$ cat src/rtl/core/hpd_pkg.sv
// ----------------------------------------------------------------------------
// hpd_pkg: shared definitions for the heading PD differential drive unit
// Widths, arithmetic constants, register map, FSM states and the control
// structs that the top level hands to the serial datapath units.
// ----------------------------------------------------------------------------
package hpd_pkg;

    // Field widths.
    localparam int HEAD_W    = 9;
    localparam int ERR_W     = 9;
    localparam int RAW_W     = ERR_W + 2;
    localparam int DIFF_W    = ERR_W + 1;
    localparam int SPEED_W   = 8;
    localparam int PG_W      = 12;
    localparam int DG_W      = 16;
    localparam int VS_W      = 16;
    localparam int DUTY_W    = 10;

    // Serial arithmetic: two bits of the multiplier per cycle.
    localparam int DIGIT_W   = 2;
    localparam int GAIN_SR_W = 16;
    localparam int MUL_STEPS = GAIN_SR_W / DIGIT_W;
    localparam int PD_PART_W = 12;
    localparam int PD_HI_W   = 14;
    localparam int PD_LO_W   = GAIN_SR_W;
    localparam int ACC_W     = PD_HI_W + PD_LO_W;
    localparam int FRAC_SHIFT = 8;
    localparam int TERM_W    = ACC_W - FRAC_SHIFT;
    localparam int POW_W     = TERM_W + 1;
    localparam int MAG_W     = 7;
    localparam int M_W       = MAG_W + DUTY_W;
    localparam int MH_W      = M_W + 3;
    localparam int VS_FRAC   = 15;
    localparam int Y_W       = 18;
    localparam int DIV_STEPS = DUTY_W;
    localparam int DIVISOR_W = 16;
    localparam int CNT_W     = $clog2(DIV_STEPS);

    // Arithmetic constants.
    localparam int HALF_TURN   = 180;
    localparam int FULL_TURN   = 360;
    localparam int POWER_LIMIT = 100;
    localparam int DUTY_FULL   = 1023;
    localparam int SAT_LIMIT   = POWER_LIMIT * (DUTY_FULL + 1);
    localparam int DIV_INIT    = POWER_LIMIT * (1 << (DIV_STEPS - 1));

    // Register map (word index) and reset values.
    localparam int ADDR_W = 4;
    localparam int DATA_W = 32;
    localparam logic [1:0] REG_PROP_GAIN  = 2'd0;
    localparam logic [1:0] REG_DERIV_GAIN = 2'd1;
    localparam logic [1:0] REG_VOLT_SCALE = 2'd2;
    localparam logic [PG_W-1:0] PROP_GAIN_RST  = 12'd384;
    localparam logic [DG_W-1:0] DERIV_GAIN_RST = 16'd1920;
    localparam logic [VS_W-1:0] VOLT_SCALE_RST = 16'd32768;

    typedef enum logic [2:0] {
        ST_IDLE,
        ST_LOAD,
        ST_PD,
        ST_PWR,
        ST_MUL,
        ST_DIVLD,
        ST_DIV,
        ST_DONE
    } hpd_state_t;

    typedef struct packed {
        logic load;
        logic step;
    } hpd_pd_ctl_t;

    typedef struct packed {
        logic load;
        logic mul_step;
        logic div_load;
        logic div_step;
    } hpd_duty_ctl_t;

endpackage

$ cat src/rtl/core/hpd_pd_serial.sv
// ----------------------------------------------------------------------------
// hpd_pd_serial: digit-serial PD term
// Forms prop_gain*e - deriv_gain*(prev - e) two gain bits per cycle with a
// right-shifting accumulator, then truncates the Q8 result toward zero.
// ----------------------------------------------------------------------------
module hpd_pd_serial (
    input  logic                                aclk,
    input  hpd_pkg::hpd_pd_ctl_t                ctl,
    input  logic signed [hpd_pkg::ERR_W-1:0]    err,
    input  logic signed [hpd_pkg::ERR_W-1:0]    prev_err,
    input  logic [hpd_pkg::PG_W-1:0]            prop_gain,
    input  logic [hpd_pkg::DG_W-1:0]            deriv_gain,
    output logic signed [hpd_pkg::TERM_W-1:0]   term
);

    logic signed [hpd_pkg::ERR_W-1:0]     err_reg;
    logic signed [hpd_pkg::DIFF_W-1:0]    diff_reg;
    logic [hpd_pkg::GAIN_SR_W-1:0]        pg_sr_reg;
    logic [hpd_pkg::GAIN_SR_W-1:0]        dg_sr_reg;
    logic signed [hpd_pkg::PD_HI_W-1:0]   hi_reg;
    logic [hpd_pkg::PD_LO_W-1:0]          lo_reg;

    logic signed [hpd_pkg::PD_PART_W-1:0] p_part;
    logic signed [hpd_pkg::PD_PART_W-1:0] d_part;
    logic signed [hpd_pkg::PD_HI_W-1:0]   sum;
    logic [hpd_pkg::ACC_W-1:0]            acc;
    logic                                 round_up;

    // One digit of each gain times its operand; both products are small.
    always_comb begin
        p_part = hpd_pkg::PD_PART_W'($signed({1'b0, pg_sr_reg[hpd_pkg::DIGIT_W-1:0]}))
               * hpd_pkg::PD_PART_W'(err_reg);
        d_part = hpd_pkg::PD_PART_W'($signed({1'b0, dg_sr_reg[hpd_pkg::DIGIT_W-1:0]}))
               * hpd_pkg::PD_PART_W'(diff_reg);
        sum    = hi_reg + hpd_pkg::PD_HI_W'(p_part - d_part);
    end

    always_ff @(posedge aclk) begin
        if (ctl.load) begin
            err_reg   <= err;
            diff_reg  <= hpd_pkg::DIFF_W'(prev_err) - hpd_pkg::DIFF_W'(err);
            pg_sr_reg <= hpd_pkg::GAIN_SR_W'(prop_gain);
            dg_sr_reg <= deriv_gain;
            hi_reg    <= '0;
            lo_reg    <= '0;
        end else if (ctl.step) begin
            pg_sr_reg <= pg_sr_reg >> hpd_pkg::DIGIT_W;
            dg_sr_reg <= dg_sr_reg >> hpd_pkg::DIGIT_W;
            hi_reg    <= sum >>> hpd_pkg::DIGIT_W;
            lo_reg    <= {sum[hpd_pkg::DIGIT_W-1:0],
                          lo_reg[hpd_pkg::PD_LO_W-1:hpd_pkg::DIGIT_W]};
        end
    end

    // Truncation toward zero: a negative sum with fraction bits set rounds up.
    assign acc      = {hi_reg, lo_reg};
    assign round_up = hi_reg[hpd_pkg::PD_HI_W-1] && (|lo_reg[hpd_pkg::FRAC_SHIFT-1:0]);
    assign term     = $signed(acc[hpd_pkg::ACC_W-1:hpd_pkg::FRAC_SHIFT])
                    + $signed({{(hpd_pkg::TERM_W-1){1'b0}}, round_up});

endmodule

$ cat src/rtl/core/hpd_duty_serial.sv
// ----------------------------------------------------------------------------
// hpd_duty_serial: motor power to direction and PWM duty
// Clamps the power, scales |power|*1023 by the voltage scale two bits per
// cycle unless turbo is set, then divides by 100 one quotient bit per cycle.
// ----------------------------------------------------------------------------
module hpd_duty_serial (
    input  logic                               aclk,
    input  hpd_pkg::hpd_duty_ctl_t             ctl,
    input  logic signed [hpd_pkg::POW_W-1:0]   power,
    input  logic                               turbo,
    input  logic [hpd_pkg::VS_W-1:0]           volt_scale,
    output logic                               dir,
    output logic [hpd_pkg::DUTY_W-1:0]         duty
);

    logic                            dir_reg;
    logic [hpd_pkg::M_W-1:0]         m_reg;
    logic [hpd_pkg::VS_W-1:0]        vs_sr_reg;
    logic [hpd_pkg::MH_W-1:0]        mh_reg;
    logic [hpd_pkg::VS_W-1:0]        ml_reg;
    logic [hpd_pkg::Y_W-1:0]         rem_reg;
    logic [hpd_pkg::DIVISOR_W-1:0]   dvs_reg;
    logic [hpd_pkg::DUTY_W-1:0]      q_reg;
    logic                            sat_reg;

    logic signed [hpd_pkg::POW_W-1:0] pow_abs;
    logic [hpd_pkg::MAG_W-1:0]        mag;
    logic [hpd_pkg::M_W-1:0]          m_next;
    logic [hpd_pkg::MH_W-1:0]         msum;
    logic [hpd_pkg::Y_W-1:0]          y_src;
    logic                             ge;

    always_comb begin
        pow_abs = power[hpd_pkg::POW_W-1] ? -power : power;
        mag     = (pow_abs > hpd_pkg::POW_W'(hpd_pkg::POWER_LIMIT))
                ? hpd_pkg::MAG_W'(hpd_pkg::POWER_LIMIT)
                : pow_abs[hpd_pkg::MAG_W-1:0];
        // mag * 1023 as a shift and a subtract.
        m_next  = (hpd_pkg::M_W'(mag) << hpd_pkg::DUTY_W) - hpd_pkg::M_W'(mag);
        msum    = mh_reg + hpd_pkg::MH_W'(vs_sr_reg[hpd_pkg::DIGIT_W-1:0])
                         * hpd_pkg::MH_W'(m_reg);
        // The scaled product keeps only the bits above the Q1.15 point.
        y_src   = turbo ? hpd_pkg::Y_W'(m_reg)
                        : hpd_pkg::Y_W'({mh_reg, ml_reg[hpd_pkg::VS_W-1]});
        ge      = rem_reg >= hpd_pkg::Y_W'(dvs_reg);
    end

    always_ff @(posedge aclk) begin
        if (ctl.load) begin
            dir_reg   <= power[hpd_pkg::POW_W-1];
            m_reg     <= m_next;
            vs_sr_reg <= volt_scale;
            mh_reg    <= '0;
            ml_reg    <= '0;
        end
        if (ctl.mul_step) begin
            vs_sr_reg <= vs_sr_reg >> hpd_pkg::DIGIT_W;
            mh_reg    <= msum >> hpd_pkg::DIGIT_W;
            ml_reg    <= {msum[hpd_pkg::DIGIT_W-1:0], ml_reg[hpd_pkg::VS_W-1:hpd_pkg::DIGIT_W]};
        end
        if (ctl.div_load) begin
            rem_reg <= y_src;
            sat_reg <= y_src >= hpd_pkg::Y_W'(hpd_pkg::SAT_LIMIT);
            dvs_reg <= hpd_pkg::DIVISOR_W'(hpd_pkg::DIV_INIT);
            q_reg   <= '0;
        end
        if (ctl.div_step) begin
            if (ge) begin
                rem_reg <= rem_reg - hpd_pkg::Y_W'(dvs_reg);
            end
            q_reg   <= {q_reg[hpd_pkg::DUTY_W-2:0], ge};
            dvs_reg <= dvs_reg >> 1;
        end
    end

    assign dir  = dir_reg;
    assign duty = sat_reg ? hpd_pkg::DUTY_W'(hpd_pkg::DUTY_FULL) : q_reg;

endmodule

$ cat src/rtl/core/heading_pd_differential_drive_unit.sv
// ----------------------------------------------------------------------------
// heading_pd_differential_drive_unit: heading PD steering for two motors
// With turbo the voltage scaling multiply is skipped. The 8-step serial PD
// multiply, the 8-step serial duty scaling and the 10-step divide by 100 run
// one after another on one item, and no new item is taken until the last one
// has left the sequencer. A finished result waits in the output
// register while the next item is taken; a later result is held back while
// that register is still full. Reset is synchronous, active low: it sets the
// gains to their defaults, clears the stored previous error, returns the
// sequencer to idle and clears the output valid.
// ----------------------------------------------------------------------------
module heading_pd_differential_drive_unit (
    input  logic                          aclk,
    input  logic                          aresetn,
    // Input item stream.
    input  logic                          s_tvalid,
    output logic                          s_tready,
    // [8:0] measured_heading, [17:9] target_heading, [25:18] base_speed
    input  logic [31:0]                   s_tdata,
    // [0] run_motors, [1] turbo
    input  logic [1:0]                    s_tuser,
    // Result item stream.
    output logic                          m_tvalid,
    input  logic                          m_tready,
    // [8:0] heading_error, [9] dir_left, [19:10] duty_left,
    // [20] dir_right, [30:21] duty_right
    output logic [31:0]                   m_tdata,
    // Register port.
    input  logic                          psel,
    input  logic                          penable,
    input  logic                          pwrite,
    input  logic [hpd_pkg::ADDR_W-1:0]    paddr,
    input  logic [hpd_pkg::DATA_W-1:0]    pwdata,
    output logic [hpd_pkg::DATA_W-1:0]    prdata,
    output logic                          pready
);

    // Configuration registers.
    logic [hpd_pkg::PG_W-1:0] prop_gain_reg;
    logic [hpd_pkg::DG_W-1:0] deriv_gain_reg;
    logic [hpd_pkg::VS_W-1:0] volt_scale_reg;
    logic                     cfg_write;

    // Sequencer.
    hpd_pkg::hpd_state_t       state_reg, state_next;
    logic [hpd_pkg::CNT_W-1:0] cnt_reg, cnt_next;
    hpd_pkg::hpd_pd_ctl_t      pd_ctl;
    hpd_pkg::hpd_duty_ctl_t    duty_ctl;
    logic                      in_accept;
    logic                      out_load;

    // Item registers and the one word of loop state.
    logic signed [hpd_pkg::ERR_W-1:0]   err_reg;
    logic signed [hpd_pkg::ERR_W-1:0]   prev_err_reg;
    logic signed [hpd_pkg::SPEED_W-1:0] speed_reg;
    logic                               run_reg;
    logic                               turbo_reg;

    logic signed [hpd_pkg::RAW_W-1:0]   raw_err;
    logic signed [hpd_pkg::RAW_W-1:0]   wrap_err;
    logic signed [hpd_pkg::TERM_W-1:0]  term;
    logic signed [hpd_pkg::POW_W-1:0]   pow_left;
    logic signed [hpd_pkg::POW_W-1:0]   pow_right;
    logic                               dir_left, dir_right;
    logic [hpd_pkg::DUTY_W-1:0]         duty_left, duty_right;

    // Output register.
    logic        m_tvalid_reg;
    logic [31:0] m_tdata_reg;

    // ------------------------------------------------------------------
    // Register port. Writes land in the access phase; reads are a plain
    // mux on the word address. Unmapped addresses read as zero.
    // ------------------------------------------------------------------
    assign pready    = 1'b1;
    assign cfg_write = psel && penable && pwrite && pready;

    always_ff @(posedge aclk) begin
        if (!aresetn) begin
            prop_gain_reg  <= hpd_pkg::PROP_GAIN_RST;
            deriv_gain_reg <= hpd_pkg::DERIV_GAIN_RST;
            volt_scale_reg <= hpd_pkg::VOLT_SCALE_RST;
        end else if (cfg_write) begin
            case (paddr[3:2])
                hpd_pkg::REG_PROP_GAIN:  prop_gain_reg  <= pwdata[hpd_pkg::PG_W-1:0];
                hpd_pkg::REG_DERIV_GAIN: deriv_gain_reg <= pwdata[hpd_pkg::DG_W-1:0];
                hpd_pkg::REG_VOLT_SCALE: volt_scale_reg <= pwdata[hpd_pkg::VS_W-1:0];
                default: ;
            endcase
        end
    end

    always_comb begin
        case (paddr[3:2])
            hpd_pkg::REG_PROP_GAIN:  prdata = hpd_pkg::DATA_W'(prop_gain_reg);
            hpd_pkg::REG_DERIV_GAIN: prdata = hpd_pkg::DATA_W'(deriv_gain_reg);
            hpd_pkg::REG_VOLT_SCALE: prdata = hpd_pkg::DATA_W'(volt_scale_reg);
            default:                 prdata = '0;
        endcase
    end

    // ------------------------------------------------------------------
    // Heading error. The raw difference lies in -511..511, and one wrap
    // by a full turn brings it into -180..180, so nine bits suffice.
    // ------------------------------------------------------------------
    always_comb begin
        raw_err = $signed(hpd_pkg::RAW_W'(s_tdata[8:0])) - $signed(hpd_pkg::RAW_W'(s_tdata[17:9]));
        if (raw_err > $signed(hpd_pkg::RAW_W'(hpd_pkg::HALF_TURN))) begin
            wrap_err = raw_err - $signed(hpd_pkg::RAW_W'(hpd_pkg::FULL_TURN));
        end else if (raw_err < -$signed(hpd_pkg::RAW_W'(hpd_pkg::HALF_TURN))) begin
            wrap_err = raw_err + $signed(hpd_pkg::RAW_W'(hpd_pkg::FULL_TURN));
        end else begin
            wrap_err = raw_err;
        end
    end

    assign s_tready  = (state_reg == hpd_pkg::ST_IDLE);
    assign in_accept = s_tvalid && s_tready;

    always_ff @(posedge aclk) begin
        if (in_accept) begin
            err_reg   <= hpd_pkg::ERR_W'(wrap_err);
            speed_reg <= $signed(s_tdata[25:18]);
            run_reg   <= s_tuser[0];
            turbo_reg <= s_tuser[1];
        end
    end

    // The previous error follows every item, whether or not the motors run.
    // It is taken over in the same cycle that the PD unit samples the old one.
    always_ff @(posedge aclk) begin
        if (!aresetn) begin
            prev_err_reg <= '0;
        end else if (state_reg == hpd_pkg::ST_LOAD) begin
            prev_err_reg <= err_reg;
        end
    end

    // ------------------------------------------------------------------
    // Sequencer: load, PD multiply, motor power, optional voltage
    // scaling, divide by 100, then hand the item to the output register.
    // ------------------------------------------------------------------
    always_ff @(posedge aclk) begin
        if (!aresetn) begin
            state_reg <= hpd_pkg::ST_IDLE;
            cnt_reg   <= '0;
        end else begin
            state_reg <= state_next;
            cnt_reg   <= cnt_next;
        end
    end

    always_comb begin
        state_next        = state_reg;
        cnt_next          = cnt_reg;
        pd_ctl            = '0;
        duty_ctl          = '0;
        out_load          = 1'b0;
        case (state_reg)
            hpd_pkg::ST_IDLE: begin
                if (in_accept) begin
                    state_next = hpd_pkg::ST_LOAD;
                end
            end
            hpd_pkg::ST_LOAD: begin
                pd_ctl.load = 1'b1;
                cnt_next    = '0;
                state_next  = hpd_pkg::ST_PD;
            end
            hpd_pkg::ST_PD: begin
                pd_ctl.step = 1'b1;
                cnt_next    = cnt_reg + 1'b1;
                if (cnt_reg == hpd_pkg::CNT_W'(hpd_pkg::MUL_STEPS - 1)) begin
                    state_next = hpd_pkg::ST_PWR;
                end
            end
            hpd_pkg::ST_PWR: begin
                duty_ctl.load = 1'b1;
                cnt_next      = '0;
                state_next    = turbo_reg ? hpd_pkg::ST_DIVLD : hpd_pkg::ST_MUL;
            end
            hpd_pkg::ST_MUL: begin
                duty_ctl.mul_step = 1'b1;
                cnt_next          = cnt_reg + 1'b1;
                if (cnt_reg == hpd_pkg::CNT_W'(hpd_pkg::MUL_STEPS - 1)) begin
                    state_next = hpd_pkg::ST_DIVLD;
                end
            end
            hpd_pkg::ST_DIVLD: begin
                duty_ctl.div_load = 1'b1;
                cnt_next          = '0;
                state_next        = hpd_pkg::ST_DIV;
            end
            hpd_pkg::ST_DIV: begin
                duty_ctl.div_step = 1'b1;
                cnt_next          = cnt_reg + 1'b1;
                if (cnt_reg == hpd_pkg::CNT_W'(hpd_pkg::DIV_STEPS - 1)) begin
                    state_next = hpd_pkg::ST_DONE;
                end
            end
            hpd_pkg::ST_DONE: begin
                // Wait here only while the previous result is still unclaimed.
                if (!m_tvalid_reg || m_tready) begin
                    out_load   = 1'b1;
                    state_next = hpd_pkg::ST_IDLE;
                end
            end
            default: begin
                state_next = hpd_pkg::ST_IDLE;
            end
        endcase
    end

    // ------------------------------------------------------------------
    // Datapath units. The PD term steers the two motors in opposite senses.
    // ------------------------------------------------------------------
    hpd_pd_serial u_pd (
        .aclk       (aclk),
        .ctl        (pd_ctl),
        .err        (err_reg),
        .prev_err   (prev_err_reg),
        .prop_gain  (prop_gain_reg),
        .deriv_gain (deriv_gain_reg),
        .term       (term)
    );

    assign pow_left  = hpd_pkg::POW_W'(speed_reg) + hpd_pkg::POW_W'(term);
    assign pow_right = hpd_pkg::POW_W'(speed_reg) - hpd_pkg::POW_W'(term);

    hpd_duty_serial u_duty_left (
        .aclk       (aclk),
        .ctl        (duty_ctl),
        .power      (pow_left),
        .turbo      (turbo_reg),
        .volt_scale (volt_scale_reg),
        .dir        (dir_left),
        .duty       (duty_left)
    );

    hpd_duty_serial u_duty_right (
        .aclk       (aclk),
        .ctl        (duty_ctl),
        .power      (pow_right),
        .turbo      (turbo_reg),
        .volt_scale (volt_scale_reg),
        .dir        (dir_right),
        .duty       (duty_right)
    );

    // ------------------------------------------------------------------
    // Output register. With the motors stopped both direction bits and
    // both duties go out as zero; the heading error is always reported.
    // ------------------------------------------------------------------
    always_ff @(posedge aclk) begin
        if (!aresetn) begin
            m_tvalid_reg <= 1'b0;
        end else if (out_load) begin
            m_tvalid_reg <= 1'b1;
        end else if (m_tready) begin
            m_tvalid_reg <= 1'b0;
        end
    end

    always_ff @(posedge aclk) begin
        if (out_load) begin
            m_tdata_reg <= {1'b0,
                            run_reg ? duty_right : {hpd_pkg::DUTY_W{1'b0}},
                            run_reg && dir_right,
                            run_reg ? duty_left : {hpd_pkg::DUTY_W{1'b0}},
                            run_reg && dir_left,
                            err_reg};
        end
    end

    assign m_tvalid = m_tvalid_reg;
    assign m_tdata  = m_tdata_reg;

    // ------------------------------------------------------------------
    // Assertions.
    // ------------------------------------------------------------------
    a_busy_after_accept: assert property (@(posedge aclk) disable iff (!aresetn)
        in_accept |=> !s_tready)
        else $error("input side still ready right after taking an item");

    a_done_hands_off: assert property (@(posedge aclk) disable iff (!aresetn)
        out_load |=> m_tvalid_reg && (state_reg == hpd_pkg::ST_IDLE))
        else $error("finished item not presented or sequencer not back to idle");

    a_stopped_zero: assert property (@(posedge aclk) disable iff (!aresetn)
        (out_load && !run_reg) |=> (m_tdata_reg[30:9] == '0))
        else $error("stopped motors show a nonzero direction or duty");

    a_err_range: assert property (@(posedge aclk) disable iff (!aresetn)
        m_tvalid_reg |-> ($signed(m_tdata_reg[8:0]) <= $signed(9'd180))
                      && ($signed(m_tdata_reg[8:0]) >= -$signed(9'd180)))
        else $error("heading error outside a half turn");

endmodule
$ cat config.mk
export PLATFORM = sky130hd
export DESIGN_NAME = heading_pd_differential_drive_unit
export DESIGN_NICKNAME = d
export VERILOG_FILES = /design/src/rtl/core/hpd_pkg.sv /design/src/rtl/core/hpd_pd_serial.sv /design/src/rtl/core/hpd_duty_serial.sv /design/src/rtl/core/heading_pd_differential_drive_unit.sv
export SDC_FILE = /design/constraint.sdc
export NUM_CORES = 1
export LEC_CHECK = 0
export ABC_AREA = 1
export BUFFER_PORTS_ARGS = -buffer_cell sky130_fd_sc_hd__buf_2
export CAP_MARGIN = 10
export CORE_MARGIN = 2
export CORE_UTILIZATION = 25
export DETAILED_ROUTE_END_ITERATION = 10
export PLACE_DENSITY = 0.39
export SYNTH_ARGS = -nofsm -noshare
export SYNTH_HDL_FRONTEND = slang
export SYNTH_HIERARCHICAL = 1
export SYNTH_SLANG_ARGS = --single-unit
$ cat constraint.sdc
create_clock -name aclk -period 4.7 [get_ports aclk]
set_input_delay 0.705 -clock aclk [delete_from_list [all_inputs] [get_ports aclk]]
set_output_delay 0.705 -clock aclk [all_outputs]
set_load 0.05 [all_outputs]
Word-level counts from Yosys, hierarchy flattened
Index checks and enable logic that the tools add are counted.
- register bits: 409
- input port bits: 77
- output and inout port bits: 67
- word-level logic and storage cells: 161
- add/subtract/negate cells: 18
- $mul: 4
- $lt $le $gt $ge: 8
- equal/unequal tests: 16
- muxes and demuxes: 54
- reductions and logical operators: 22
- operator list (cell ; number):
    2-to-1 mux 18 bit ; 11
    2-to-1 mux 16 bit ; 5
    2-to-1 mux 10 bit ; 5
    case mux 16 bit (3 select lines) ; 1
    greater-than comparator 23 x 8 -> 1 bit, second input constant ; 2
    2-to-1 mux 23 bit ; 2
    negation 23 bit ; 2
    2-to-1 mux 15 bit ; 3
    2-to-1 mux 14 bit ; 3
    adder 18 x 19 -> 20 bit ; 2
    multiplier 2 x 17 -> 19 bit ; 2
    greater-or-equal comparator 18 x 16 -> 1 bit ; 2
    greater-or-equal comparator 18 x 17 -> 1 bit, second input constant ; 2
    subtractor 18 x 16 -> 18 bit ; 2
    subtractor 17 x 7 -> 17 bit ; 2
    2-to-1 mux 12 bit ; 2
    case mux 3 bit (8 select lines) ; 1
    adder 8 x 21 -> 22 bit ; 1
    subtractor 8 x 21 -> 22 bit ; 1
    adder 20 x 2 -> 21 bit ; 1
    subtractor 9 x 9 -> 10 bit ; 2
    2-to-1 mux 9 bit ; 2
    2-to-1 mux 3 bit ; 5
    adder 12 x 13 -> 14 bit ; 1
    other kinds (30) ; 60

Depth between registers and ports, before layout
Gate-level depths: netlist of run 1.
- depth in word-level cells: 9
- depth in mapped cells: 43
- depth with buffers taken out: 42

By module
The synthesis of run 1 kept the hierarchy.
- modules (own cells, without submodules) (module ; times used ; cells each ; area each (µm²) ; sequential area each (µm²)):
    hpd_duty_serial ; 2 ; 959 ; 7198.2 ; 2732.6
    heading_pd_differential_drive_unit ; 1 ; 1069 ; 7737.4 ; 2722.6
    hpd_pd_serial ; 1 ; 768 ; 5948.2 ; 1971.9

Worst setup path after synthesis of run 1
Ideal clock, no wire load.
- path type: reg-to-reg
- start point: reg, netlist name u_pd/hi_reg[11]
- end point: reg u_duty_left/m_reg[16] (netlist name) (data pin)
- setup time: 255 ps
- arrival: 4642 ps
- required time: 4445 ps
- path slack: -196 ps
- stages on the path, launching flop included: 39
- path buffers: 1
- clock period less this slack: 4896 ps
- path through: dfxtp_1 -> inv_2 -> a21oi_1 -> ha_1 -> ha_1 -> nand3_1 -> inv_2 -> nand3_2 -> nor2_1 -> xor2_1 -> inv_1 -> ha_1 -> buf_2 -> nor2_1 -> inv_1 -> nor2_1 -> inv_1 -> o21ai_1 -> [... 3 more ...] -> and3_1 -> nand2_1 -> nand2_1 -> nand2_1 -> nand2_1 -> nand2_1 -> nor2_1 -> nand4_1 -> nand2_2 -> nand2_1 -> ha_1 -> inv_1 -> nor2_1 -> nand3_1 -> nor2_1 -> nor2_1 -> nor2_1 -> nor2_1
- cells in the longest elaborated chain, start to end: 8
- RTL lines (element ; RTL line ; RTL):
    logical AND 1 bit * ; hpd_pd_serial.sv:57 ; assign round_up = hi_reg[hpd_pkg::PD_HI_W-1] && (|lo_reg[hpd_pkg::FRAC_SHIFT-1:0]);
    adder 20 x 2 -> 21 bit * ; hpd_pd_serial.sv:59 ; + $signed({{(hpd_pkg::TERM_W-1){1'b0}}, round_up});
    net term (one bit) ; heading_pd_differential_drive_unit.sv:61 ; logic signed [hpd_pkg::TERM_W-1:0] term;
    adder 8 x 21 -> 22 bit * ; heading_pd_differential_drive_unit.sv:227 ; assign pow_left = hpd_pkg::POW_W'(speed_reg) + hpd_pkg::POW_W'(term);
    net pow_left (one bit) ; heading_pd_differential_drive_unit.sv:62 ; logic signed [hpd_pkg::POW_W-1:0] pow_left;
    negation 23 bit ; hpd_duty_serial.sv:34 ; pow_abs = power[hpd_pkg::POW_W-1] ? -power : power;
    2-to-1 mux 23 bit * ; hpd_duty_serial.sv:34 ;
    greater-than comparator 23 x 8 -> 1 bit * ; hpd_duty_serial.sv:35 ; mag = (pow_abs > hpd_pkg::POW_W'(hpd_pkg::POWER_LIMIT))
    2-to-1 mux 7 bit * ; hpd_duty_serial.sv:36 ; ? hpd_pkg::MAG_W'(hpd_pkg::POWER_LIMIT)
    subtractor 17 x 7 -> 17 bit * ; hpd_duty_serial.sv:39 ; m_next = (hpd_pkg::M_W'(mag) << hpd_pkg::DUTY_W) - hpd_pkg::M_W'(mag);
    net u_duty_left.m_next (one bit) ; hpd_duty_serial.sv:28 ; logic [hpd_pkg::M_W-1:0] m_next;
    to (signal assigned) ; hpd_duty_serial.sv:51 ; m_reg <= m_next;
    to (decl) ; hpd_duty_serial.sv:17 ; logic [hpd_pkg::M_W-1:0] m_reg;
The timed path passes the listed nets; every way through them passes the cells marked *.
A chain may end at the register's enable or synchronous reset.

Worst setup path in the final report of run 1
- start point: reg u_pd/lo_reg[7] (netlist name)
- end point: reg u_duty_right/m_reg[3] (netlist name) (data pin)
- cells in the longest elaborated chain, start to end: 9
- RTL lines (element ; RTL line ; RTL):
    from (decl) ; hpd_pd_serial.sv:21 ; logic [hpd_pkg::PD_LO_W-1:0] lo_reg;
    from (signal assigned) ; hpd_pd_serial.sv:50 ; lo_reg <= {sum[hpd_pkg::DIGIT_W-1:0],
    OR reduction 8 bit * ; hpd_pd_serial.sv:57 ;
    logical AND 1 bit * ; hpd_pd_serial.sv:57 ;
    adder 20 x 2 -> 21 bit * ; hpd_pd_serial.sv:59 ;
    net term (one bit) ; heading_pd_differential_drive_unit.sv:61 ;
    subtractor 8 x 21 -> 22 bit * ; heading_pd_differential_drive_unit.sv:228 ; assign pow_right = hpd_pkg::POW_W'(speed_reg) - hpd_pkg::POW_W'(term);
    net pow_right (one bit) ; heading_pd_differential_drive_unit.sv:63 ; logic signed [hpd_pkg::POW_W-1:0] pow_right;
    negation 23 bit ; hpd_duty_serial.sv:34 ;
    2-to-1 mux 23 bit * ; hpd_duty_serial.sv:34 ;
    greater-than comparator 23 x 8 -> 1 bit * ; hpd_duty_serial.sv:35 ;
    2-to-1 mux 7 bit * ; hpd_duty_serial.sv:36 ;
    subtractor 17 x 7 -> 17 bit * ; hpd_duty_serial.sv:39 ;
    net u_duty_right.m_next (one bit) ; hpd_duty_serial.sv:28 ;
    to (signal assigned) ; hpd_duty_serial.sv:51 ;
    to (decl) ; hpd_duty_serial.sv:17 ;
Marks and branches as above.

==> run_results.csv, run 1 <==
group,metric,value,unit
outcome,status,"finished, violations left",
outcome,violations,"negative setup slack",
cts,clk_transition_reported_paths,0.08,ns
cts,cts.sinks,382,
cts,htreeDepth,2,
worst_setup_path,critPathTopFamily,"simple AND/OR/NAND/NOR gates",
placement,gp_congestion,0.796,
worst_setup_path,crit_type,"flip-flop to flip-flop",
timing,rsz0062_at_grt,"true",
synthesis,ys_seq_area_frac,0.362,
drt,drc,0,
pwr,p_clk_frac,0.125,
worst_setup_path,critical_path_arrival,5.43,ns
floorplan,die_y,339,µm
flow_run,drv_cap,0,
drt,routed_wl,85.0,mm
pwr,peakVddDrop,0.000972,V
cells_and_area,fin_util,0.332,
timing,finalWorstSetupSlack,-0.368,ns
timing,fin_setup_tns,-7.96,ns
drt,via_count,24700,
pwr,p_seq_frac,0.169,
worst_setup_path,crit_path_start_kind,"flip-flop",
cts,numCtsBuffers,49,
timing,final_max_slew_viol_count,0,
cells_and_area,fin_area,36800,µm²
worst_setup_path,cp_max_fo,8,
global_routing,grt_max_degree,38,
pwr,netSwitchingFraction,0.473,
placement,dpl.hpwl,64.8,mm
worst_setup_path,reg2reg_setup_slack,-0.37,ns
global_routing,grt_pass1_wl,135,mm
floorplan,core,111000,µm²
floorplan,num_rows,122,
cells_and_area,final_cell_mix,"970 x nand2_1, 601 x inv_1, 363 x buf_4",
timing,period_share,1.08,
synthesis,async_flop_share,0,
worst_setup_path,crit_path_end_kind,"flip-flop",
cells_and_area,drive_gt1_frac,0.243,
timing,tightestPinTransition,1.10,ns
cts,cts_tree,"yes",
synthesis,synth_area_per_cell,7.48,µm²
floorplan,dieWidth,339,µm
cells_and_area,fin_nets,4542,
timing,skew,0.0402,ns
global_routing,antenna_found_initial,7,
pwr,intPower,0.0157,W
timing,finalWorstPathRequiredPeriod,5.07,ns
synthesis,ys_types,59,
synthesis,ys_warn_count,6,
cells_and_area,largest_reg_flops,31,
floorplan,io_pins,144,
pwr,switchingPower,0.0141,W
pwr,leakagePower,17.5,nW
drt,drt_iter0_drc,1195,
timing,finalSetupViolCount,30,
synthesis,synthFlopType,"edfxtp_1",
pwr,powerDensity,809,nW/µm²
drt,viasPerCell,4.30,
timing,fmax,197,MHz
cells_and_area,layoutNonFillerInstCount,5744,
cts,cts.hold.buffers_added,0,
global_routing,gr-total-overflow,0,
timing,hold_viol_final,0,
placement,dp.cells,5598,
worst_setup_path,critical-path-max-stage-delay,0.33,ns
floorplan,start_util,0.253,
synthesis,ys_seq_elements,382,
cells_and_area,area_growth_syn_to_layout,31.0,%
global_routing,track_usage,0.145,
timing,slew_headroom,0.263,
drt,first_pass_iters,5,
worst_setup_path,slowest_stage,"dfxtp_2",
floorplan,dieArea,115000,µm²
worst_hold_path,hp-class,"input pin to flip-flop",
synthesis,synth-edff-count,251,
global_routing,grt_pass1_vias,24500,
worst_setup_path,cpMostUsedCell,"nand2_1",
placement,dp_slack,-0.825,ns
synthesis,syn-instance-count,3755,
drt,wire_per_inst,14.8,µm
cts,cts_root_buf,"clkbuf_16",
cts,clk_latency,0.63,ns
drt,drtAntennaViolNets,0,
cts,clockBufferDepth,3,
worst_setup_path,crit_buf_inv,6,
cells_and_area,final_common_cell,"nand2_1",
synthesis,synth_area,28100,µm²
placement,dpl_cell_area,32800,µm²
worst_setup_path,cp.required,5.06,ns
pwr,comb_power_share,0.706,
placement,numPortBuffers,101,
## cells in the mapped netlist (all sizes together), types with 3 or more instances
cell type	count	share of area
nand3	189	0.036
clkbuf	61	0.0082
xor2	92	0.029
nor2	326	0.047
a21boi	4	0.0013
o211ai	37	0.0099
nor4	13	0.0029
buf	52	0.012
and2	3	0.00067
ha	189	0.084
fa	65	0.046
o22ai	18	0.0040
nand3b	8	0.0021
a31oi	4	0.00089
nor3	15	0.0032
nor3b	4	0.0011
nand4	41	0.011
or2	26	0.0058
xnor2	28	0.0087
a21o	4	0.0011
and3	6	0.0013
o31ai	9	0.0024
o21bai	10	0.0027
a22o	5	0.0016
edfxtp	251	0.27
o21a	15	0.0040
inv	662	0.088
dfxtp	131	0.093
nand2	1054	0.14
o21ai	226	0.041
a21oi	190	0.034
## repair_timing
item / in CTS / in global routing
resized for setup: 226 / 235
setup buffers: 32 / 27
pin swaps: 92 / 163
setup endpoints to repair: 39 / 41
## metrics by stage
stage                     hold slack (ns)  total power (W)
after floorplan                     0.429           0.0165
after global placement              0.445           0.0232
after detailed placement            0.458           0.0231
after CTS                           0.218           0.0284
after global routing                0.235           0.0329
final                               0.255           0.0298
## power by group through the flow
stage               combinational [W]  clock, W  sequential [W]
floorplan                      0.0115         0         0.00493
global placement               0.0181         0         0.00510
detailed placement             0.0180         0         0.00509
CTS                            0.0194   0.00389         0.00504
global route                   0.0238   0.00401         0.00512
finish                         0.0210   0.00373         0.00503
## worst paths after layout
kind,startpoint,to,depth (start not counted)
worst max-delay path,u_pd/lo_reg[7],u_duty_right/m_reg[3],34
worst min-delay path,s_tdata[24],speed_reg[6],1
worst max register to register,u_pd/lo_reg[7],u_duty_right/m_reg[3],34
worst min register to register,deriv_gain_reg[8],deriv_gain_reg[8],2
## cells by family (layout without fill, tap and decap cells)
kind of cell,Yosys count,count (layout),share of synthesized area
DFF,382,382,0.362
and+or+nand+nor,1685,1685,0.255
other,2,22,0.000267
AOI/OAI and AO/OA,535,535,0.106
buffers and inverters,777,1258,0.109
adders and majority gates,254,254,0.131
xor gates and xnor gates,120,120,0.0374
## routing by layer
metal  vias up  track usage  part of all wire
met5         -            0           0.00028
met4         4       0.0269             0.016
met3        87       0.0226             0.037
met2       296        0.248              0.47
met1     11400        0.193              0.48
li1      12900            -                 -
## cell type report
| type | count | area, µm² |
|---|---|---|
| diodes | 4 | 10.0 |
| clock buffers | 69 | 1390 |
| clock inverters | 23 | 183 |
| fillers | 12000 | 74200 |
| inverters | 664 | 2510 |
| multi-input cells | 2612 | 16900 |
| flip-flops and latches | 382 | 10200 |
| well taps | 1488 | 1860 |
| repair buffers | 502 | 3730 |
Power figures use the tool's default switching activity.
==> run 2, diff against run 1 <==
- CORE_UTILIZATION: 25 -> 57
- PLACE_DENSITY: 0.39 -> default
- PLACE_DENSITY_LB_ADDON: default -> 0.3
==> run 2 against run 1 <==
- the run still ends with negative setup slack left
- wire length is 12% lower
- non-clock buffer count is 57 lower
- hold slack better by 0.050 ns
- die area is 56% lower
- power is 4.3% lower
- sequential share of layout area is 1.5 points higher
- via count is 4.6% higher
- largest cell class unchanged
- largest power group unchanged
==> run_results.csv, run 2 (same netlist as run 1, synthesis figures left out) <==
group,metric,value,unit
timing,slew_headroom,0.248,
cells_and_area,largest_reg_flops,31,
pwr,powerDensity,816,nW/µm²
worst_setup_path,crit_type,"flip-flop to flip-flop",
drt,via_count,25800,
outcome,violations,"negative setup slack",
global_routing,antenna_found_initial,2,
cts,cts.hold.buffers_added,0,
timing,period_share,1.09,
placement,gp_congestion,0.932,
global_routing,track_usage,0.277,
cts,clockBufferDepth,3,
worst_setup_path,reg2reg_setup_slack,-0.43,ns
worst_setup_path,critical-path-max-stage-delay,0.38,ns
drt,routed_wl,74.7,mm
placement,dpl.hpwl,51.9,mm
placement,dp.cells,4711,
floorplan,num_rows,81,
worst_setup_path,crit_path_start_kind,"flip-flop",
timing,skew,0.0262,ns
pwr,leakagePower,17.1,nW
timing,finalWorstSetupSlack,-0.429,ns
timing,rsz0062_at_grt,"true",
worst_setup_path,slowest_stage,"ha_2",
floorplan,start_util,0.576,
floorplan,core,48700,µm²
timing,tightestPinTransition,1.13,ns
worst_setup_path,crit_path_end_kind,"flip-flop",
cells_and_area,diodes,0,
global_routing,grt_pass1_wl,115,mm
cts,htreeDepth,2,
timing,finalSetupViolCount,31,
worst_setup_path,rr_endpoint,"u_duty_left/m_reg[8]",
floorplan,dieWidth,226,µm
cts,cts.sinks,382,
global_routing,gr-total-overflow,0,
flow_run,drv_cap,0,
floorplan,dieArea,51100,µm²
cts,numCtsBuffers,42,
timing,hold_viol_final,0,
timing,finalWorstPathRequiredPeriod,5.13,ns
drt,viasPerCell,5.33,
cts,clk_transition_reported_paths,0.06,ns
drt,first_pass_iters,5,
cells_and_area,final_common_cell,"nand2_1",
floorplan,die_y,226,µm
worst_setup_path,cp_max_fo,7,
cts,clk_latency,0.59,ns
worst_setup_path,critPathLaunch,"u_pd/lo_reg[7]",
timing,final_max_slew_viol_count,0,
worst_hold_path,hp-class,"input pin to flip-flop",
placement,numPortBuffers,101,
global_routing,grt_max_degree,63,
drt,drtAntennaViolNets,0,
cells_and_area,drive_gt1_frac,0.227,
drt,drt_iter0_drc,1966,
timing,fmax,195,MHz
cells_and_area,area_growth_syn_to_layout,24.4,%
cts,cts_tree,"yes",
drt,drc,0,
worst_setup_path,endpoint,"u_duty_left/m_reg[8]",
drt,wire_per_inst,15.4,µm
cts,cts_root_buf,"clkbuf_16",
worst_setup_path,critical_path_arrival,5.48,ns
worst_setup_path,r2r-start,"u_pd/lo_reg[7]",
worst_setup_path,r2r_cells,37,
floorplan,io_pins,144,
cells_and_area,fin_nets,4478,
pwr,peakVddDrop,0.00157,V
pwr,power.total,0.0285,W
cells_and_area,final_cell_mix,"974 x nand2_1, 614 x inv_1, 319 x buf_4",
worst_setup_path,cpMostUsedCell,"buf_4",
global_routing,grt_pass1_vias,24200,
worst_setup_path,cp.required,5.05,ns
outcome,status,"finished, violations left",
cells_and_area,layoutNonFillerInstCount,4845,
-- run 2: cell types whose count changed in the layout (fill, tap and decap cells not counted), moves of 6 or more --
cell	change
buf_6	-9
nor2_2	+12
clkbuf_16	-8
buf_4	-44
nand2_4	-6
nor2_4	-12
inv_1	+13
inv_2	-8
-- run 2: layer usage --
| layer | global-route usage | share of wire | wire [µm] |
|---|---|---|---|
| met4 | 0.105 | 0.036 | 2690 |
| met3 | 0.0415 | 0.059 | 4430 |
| met2 | 0.473 | 0.49 | 36400 |
| met5 | 0 | 0.00036 | 27 |
| met1 | 0.356 | 0.42 | 31100 |
-- run 2: worst min path at each step --
| stage | startpoint | end | slack (ns) | cells past startpoint |
|---|---|---|---|---|
| floorplan | u_pd/lo_reg[0] | u_pd/lo_reg[0] | 0.43 | 2 |
| global placement | u_pd/lo_reg[1] | u_pd/lo_reg[1] | 0.45 | 2 |
| detailed placement | u_pd/lo_reg[0] | u_pd/lo_reg[0] | 0.46 | 2 |
| CTS | s_tdata[19] | speed_reg[1] | 0.28 | 1 |
| global route | s_tdata[20] | speed_reg[2] | 0.29 | 1 |
| finish | s_tdata[19] | speed_reg[1] | 0.30 | 1 |
-- run 2: cell type report --
type,instances,area (µm²)
Inverter,664,2500
Tap cell,664,831
Multi-Input combinational cell,2612,16700
Sequential cell,382,10200
Clock inverter,21,323
Fill cell,3601,13800
Timing Repair Buffer,445,3220
Clock buffer,57,1150
-- run 2: worst max-delay path, delay by kind of cell (launching register included) --
kind            cells  cell delay (ns)
flops               1             0.33
compound gates      5             0.67
buf+inv             9             1.01
simple gates       19             1.96
fa+ha+maj           3             0.73
xor+xnor            1             0.17
-- run 2: timing repair --
| action | 4_1_cts | 5_1_grt |
|---|---|---|
| setup buffers | 28 | 29 |
| endpoints found under the setup margin | 39 | 41 |
| gates resized for setup | 147 | 260 |
| cloned | 1 | 0 |
| pin swaps | 75 | 141 |
-- run 2: metrics by stage --
stage	TNS [ns]	hold slack, ns	worst slack (ns)	area, µm²	util
after floorplan	-0.00965	0.429	-0.00965	28200	-
after global placement	-9.79	0.447	-0.454	31200	0.640
after detailed placement	-13.41	0.456	-0.574	31200	0.640
after CTS	-7.18	0.281	-0.298	33600	0.689
after global routing	-20.99	0.287	-0.777	34900	0.716
final	-9.50	0.305	-0.429	34900	0.716
-- run 2: report_power, final --
group | internal (W) | switching (W)
sequential | 0.00457 | 0.000461
clock | 0.00207 | 0.00143
combinational | 0.00819 | 0.0118
total | 0.0148 | 0.0137
==> run 3, diff against run 2 <==
- CELL_PAD_IN_SITES_DETAIL_PLACEMENT: default -> 0
- CELL_PAD_IN_SITES_GLOBAL_PLACEMENT: default -> 1
- CORE_UTILIZATION: 57 -> 51
- clock period: 4.7 -> 6.4 ns (I/O delays scaled with it)
==> run 3 against run 2 <==
- the run now ends clean
- largest cell class unchanged
- clock skew grew 0.0020 ns
- sequential power down 26%
- global-route usage decreased by 4.1 points
- cell area is 12% lower
- critical path depth is 4 lower
- die area grew 12%
- count of clock-buffer cells in the layout rose by 2
- largest power group unchanged
- via count shrank 10%
- cell count down 5.8%
- hold slack improved by 0.16 ns
==> run_results.csv, run 3 (same netlist as run 1, synthesis figures left out) <==
group,metric,value,unit
worst_setup_path,critical-path-max-stage-delay,0.45,ns
cts,cts_tree,"yes",
cts,numCtsBuffers,44,
outcome,status,"completed",
worst_setup_path,cp.required,6.76,ns
drt,drc,0,
timing,skew,0.0283,ns
cells_and_area,fin_area,30700,µm²
timing,final_max_slew_viol_count,0,
placement,numPortBuffers,101,
pwr,peakVddDrop,0.00107,V
cells_and_area,largest_reg_flops,31,
pwr,comb_power_share,0.630,
drt,drt_iter0_drc,1262,
worst_hold_path,holdPathStages,2,
cts,cts.sinks,382,
timing,slew_headroom,0.186,
timing,fmax,173,MHz
pwr,intPower,0.00855,W
worst_setup_path,crit_path_start_kind,"flip-flop",
pwr,netSwitchingFraction,0.499,
timing,tightestPinTransition,1.22,ns
cts,clk_latency,0.60,ns
drt,wire_per_inst,14.7,µm
timing,hold_viol_final,0,
global_routing,grt_max_degree,57,
global_routing,gr-total-overflow,0,
floorplan,io_pins,144,
drt,via_count,23200,
cells_and_area,area_growth_syn_to_layout,9.50,%
placement,dpl_cell_area,29200,µm²
cts,cts_root_buf,"clkbuf_16",
global_routing,grt_pass1_wl,109,mm
floorplan,dieWidth,239,µm
worst_setup_path,crit_path_end_kind,"flip-flop",
timing,fin_setup_tns,0,ns
worst_hold_path,hp-start,"u_pd/lo_reg[0]",
global_routing,grt_pass1_vias,22100,
placement,dpl.hpwl,50.9,mm
floorplan,core,54800,µm²
worst_setup_path,cp_max_fo,9,
worst_setup_path,critical_path_arrival,6.13,ns
cts,clockBufferDepth,3,
worst_setup_path,r2r-start,"u_pd/hi_reg[11]",
cts,htreeDepth,2,
timing,finalSetupViolCount,0,
global_routing,antenna_found_initial,7,
pwr,powerDensity,555,nW/µm²
flow_run,drv_cap,0,
cells_and_area,fin_nets,4154,
pwr,p_clk_frac,0.151,
floorplan,dieArea,57000,µm²
worst_setup_path,crit_type,"flip-flop to flip-flop",
timing,finalWorstPathRequiredPeriod,5.77,ns
worst_setup_path,cpMostUsedCell,"nor2_1",
worst_hold_path,hold_end,"u_pd/lo_reg[0]",
floorplan,num_rows,86,
cells_and_area,final_cell_mix,"1,024 x nand2_1, 643 x inv_1, 291 x nor2_1",
pwr,switchingPower,0.00853,W
drt,viasPerCell,5.08,
drt,routed_wl,67.1,mm
cells_and_area,drive_gt1_frac,0.0871,
floorplan,die_y,239,µm
cts,post_cts_buffers,0,
cells_and_area,final_common_cell,"nand2_1",
worst_hold_path,hp-class,"flip-flop to flip-flop",
drt,drtAntennaViolNets,0,
pwr,leakagePower,15.2,nW
floorplan,start_util,0.513,
timing,worst_hold_slack,0.464,ns
timing,period_share,0.902,
worst_setup_path,rr_endpoint,"u_duty_right/m_reg[16]",
pwr,power.total,0.0171,W
placement,gp_congestion,0.919,
worst_setup_path,slowest_stage,"ha_2",
timing,rsz0062_at_grt,"false",
worst_setup_path,r2r_cells,33,
drt,first_pass_iters,7,
pwr,p_seq_frac,0.219,
worst_setup_path,reg2reg_setup_slack,0.63,ns
cts,clk_transition_reported_paths,0.06,ns
global_routing,track_usage,0.236,
-- run 3: metrics by stage --
stage	utilization	cells	worst slack, ns
2_1_floorplan	-	3771	1.50
3_3_place_gp	0.532	4481	0.507
3_5_place_dp	0.532	4481	0.445
4_1_cts	0.560	4563	0.442
5_1_grt	0.561	4565	0.0182
6_report	0.561	4565	0.628
-- run 3: worst max-delay path by stage --
stage / startpoint / cells after the start / to / slack, ns
floorplan: u_pd/hi_reg[11] / 38 / u_duty_left/m_reg[16] / 1.50
global placement: u_pd/hi_reg[11] / 36 / u_duty_right/m_reg[16] / 0.51
detailed placement: u_pd/hi_reg[11] / 41 / u_duty_right/m_reg[16] / 0.45
CTS: u_pd/hi_reg[11] / 41 / u_duty_right/m_reg[16] / 0.44
global route: u_pd/hi_reg[11] / 42 / u_duty_right/m_reg[16] / 0.02
finish: u_pd/hi_reg[11] / 33 / u_duty_right/m_reg[16] / 0.63
-- run 3: timing repair --
item	CTS	global route
gates resized for setup	0	25
hold buffers	0	0
endpoints found under the setup margin	0	20
-- run 3: final cells by class --
class | count | area (µm²)
antenna | 2 | 5.00
tap | 704 | 881
fill | 5297 | 24000
clock buffer | 59 | 1260
timing repair buffer | 119 | 644
clock inverter | 23 | 239
sequential | 382 | 10200
multi-input combinational | 2612 | 15100
inverter | 664 | 2490
-- run 3: power by group through the flow --
stage	Combinational (W)	Clock (W)	Sequential, W
after CTS	0.0108	0.00266	0.00374
after global routing	0.0125	0.00274	0.00380
after floorplan	0.00846	0	0.00362
final	0.0108	0.00259	0.00374
after detailed placement	0.0107	0	0.00378
after global placement	0.0106	0	0.00378
-- run 3: worst max-delay path: cells and delay by family (launching register included) --
kind                       cells  cell delay (ns)
xor gates and xnor gates       2             0.43
DFF                            1             0.40
and+or+nand+nor               20             2.78
adders and majority gates      4             1.05
buffers and inverters          4             0.45
AOI/OAI and AO/OA              3             0.43
-- run 3: metal layers --
layer | vias up | GRT usage | wire, µm | part of all wire
met5 | - | 0 | 57 | 0.00085
met4 | 10 | 0.0718 | 1760 | 0.026
met3 | 105 | 0.0344 | 2660 | 0.040
met2 | 357 | 0.407 | 31800 | 0.47
met1 | 10600 | 0.305 | 30700 | 0.46
li1 | 12100 | - | - | -
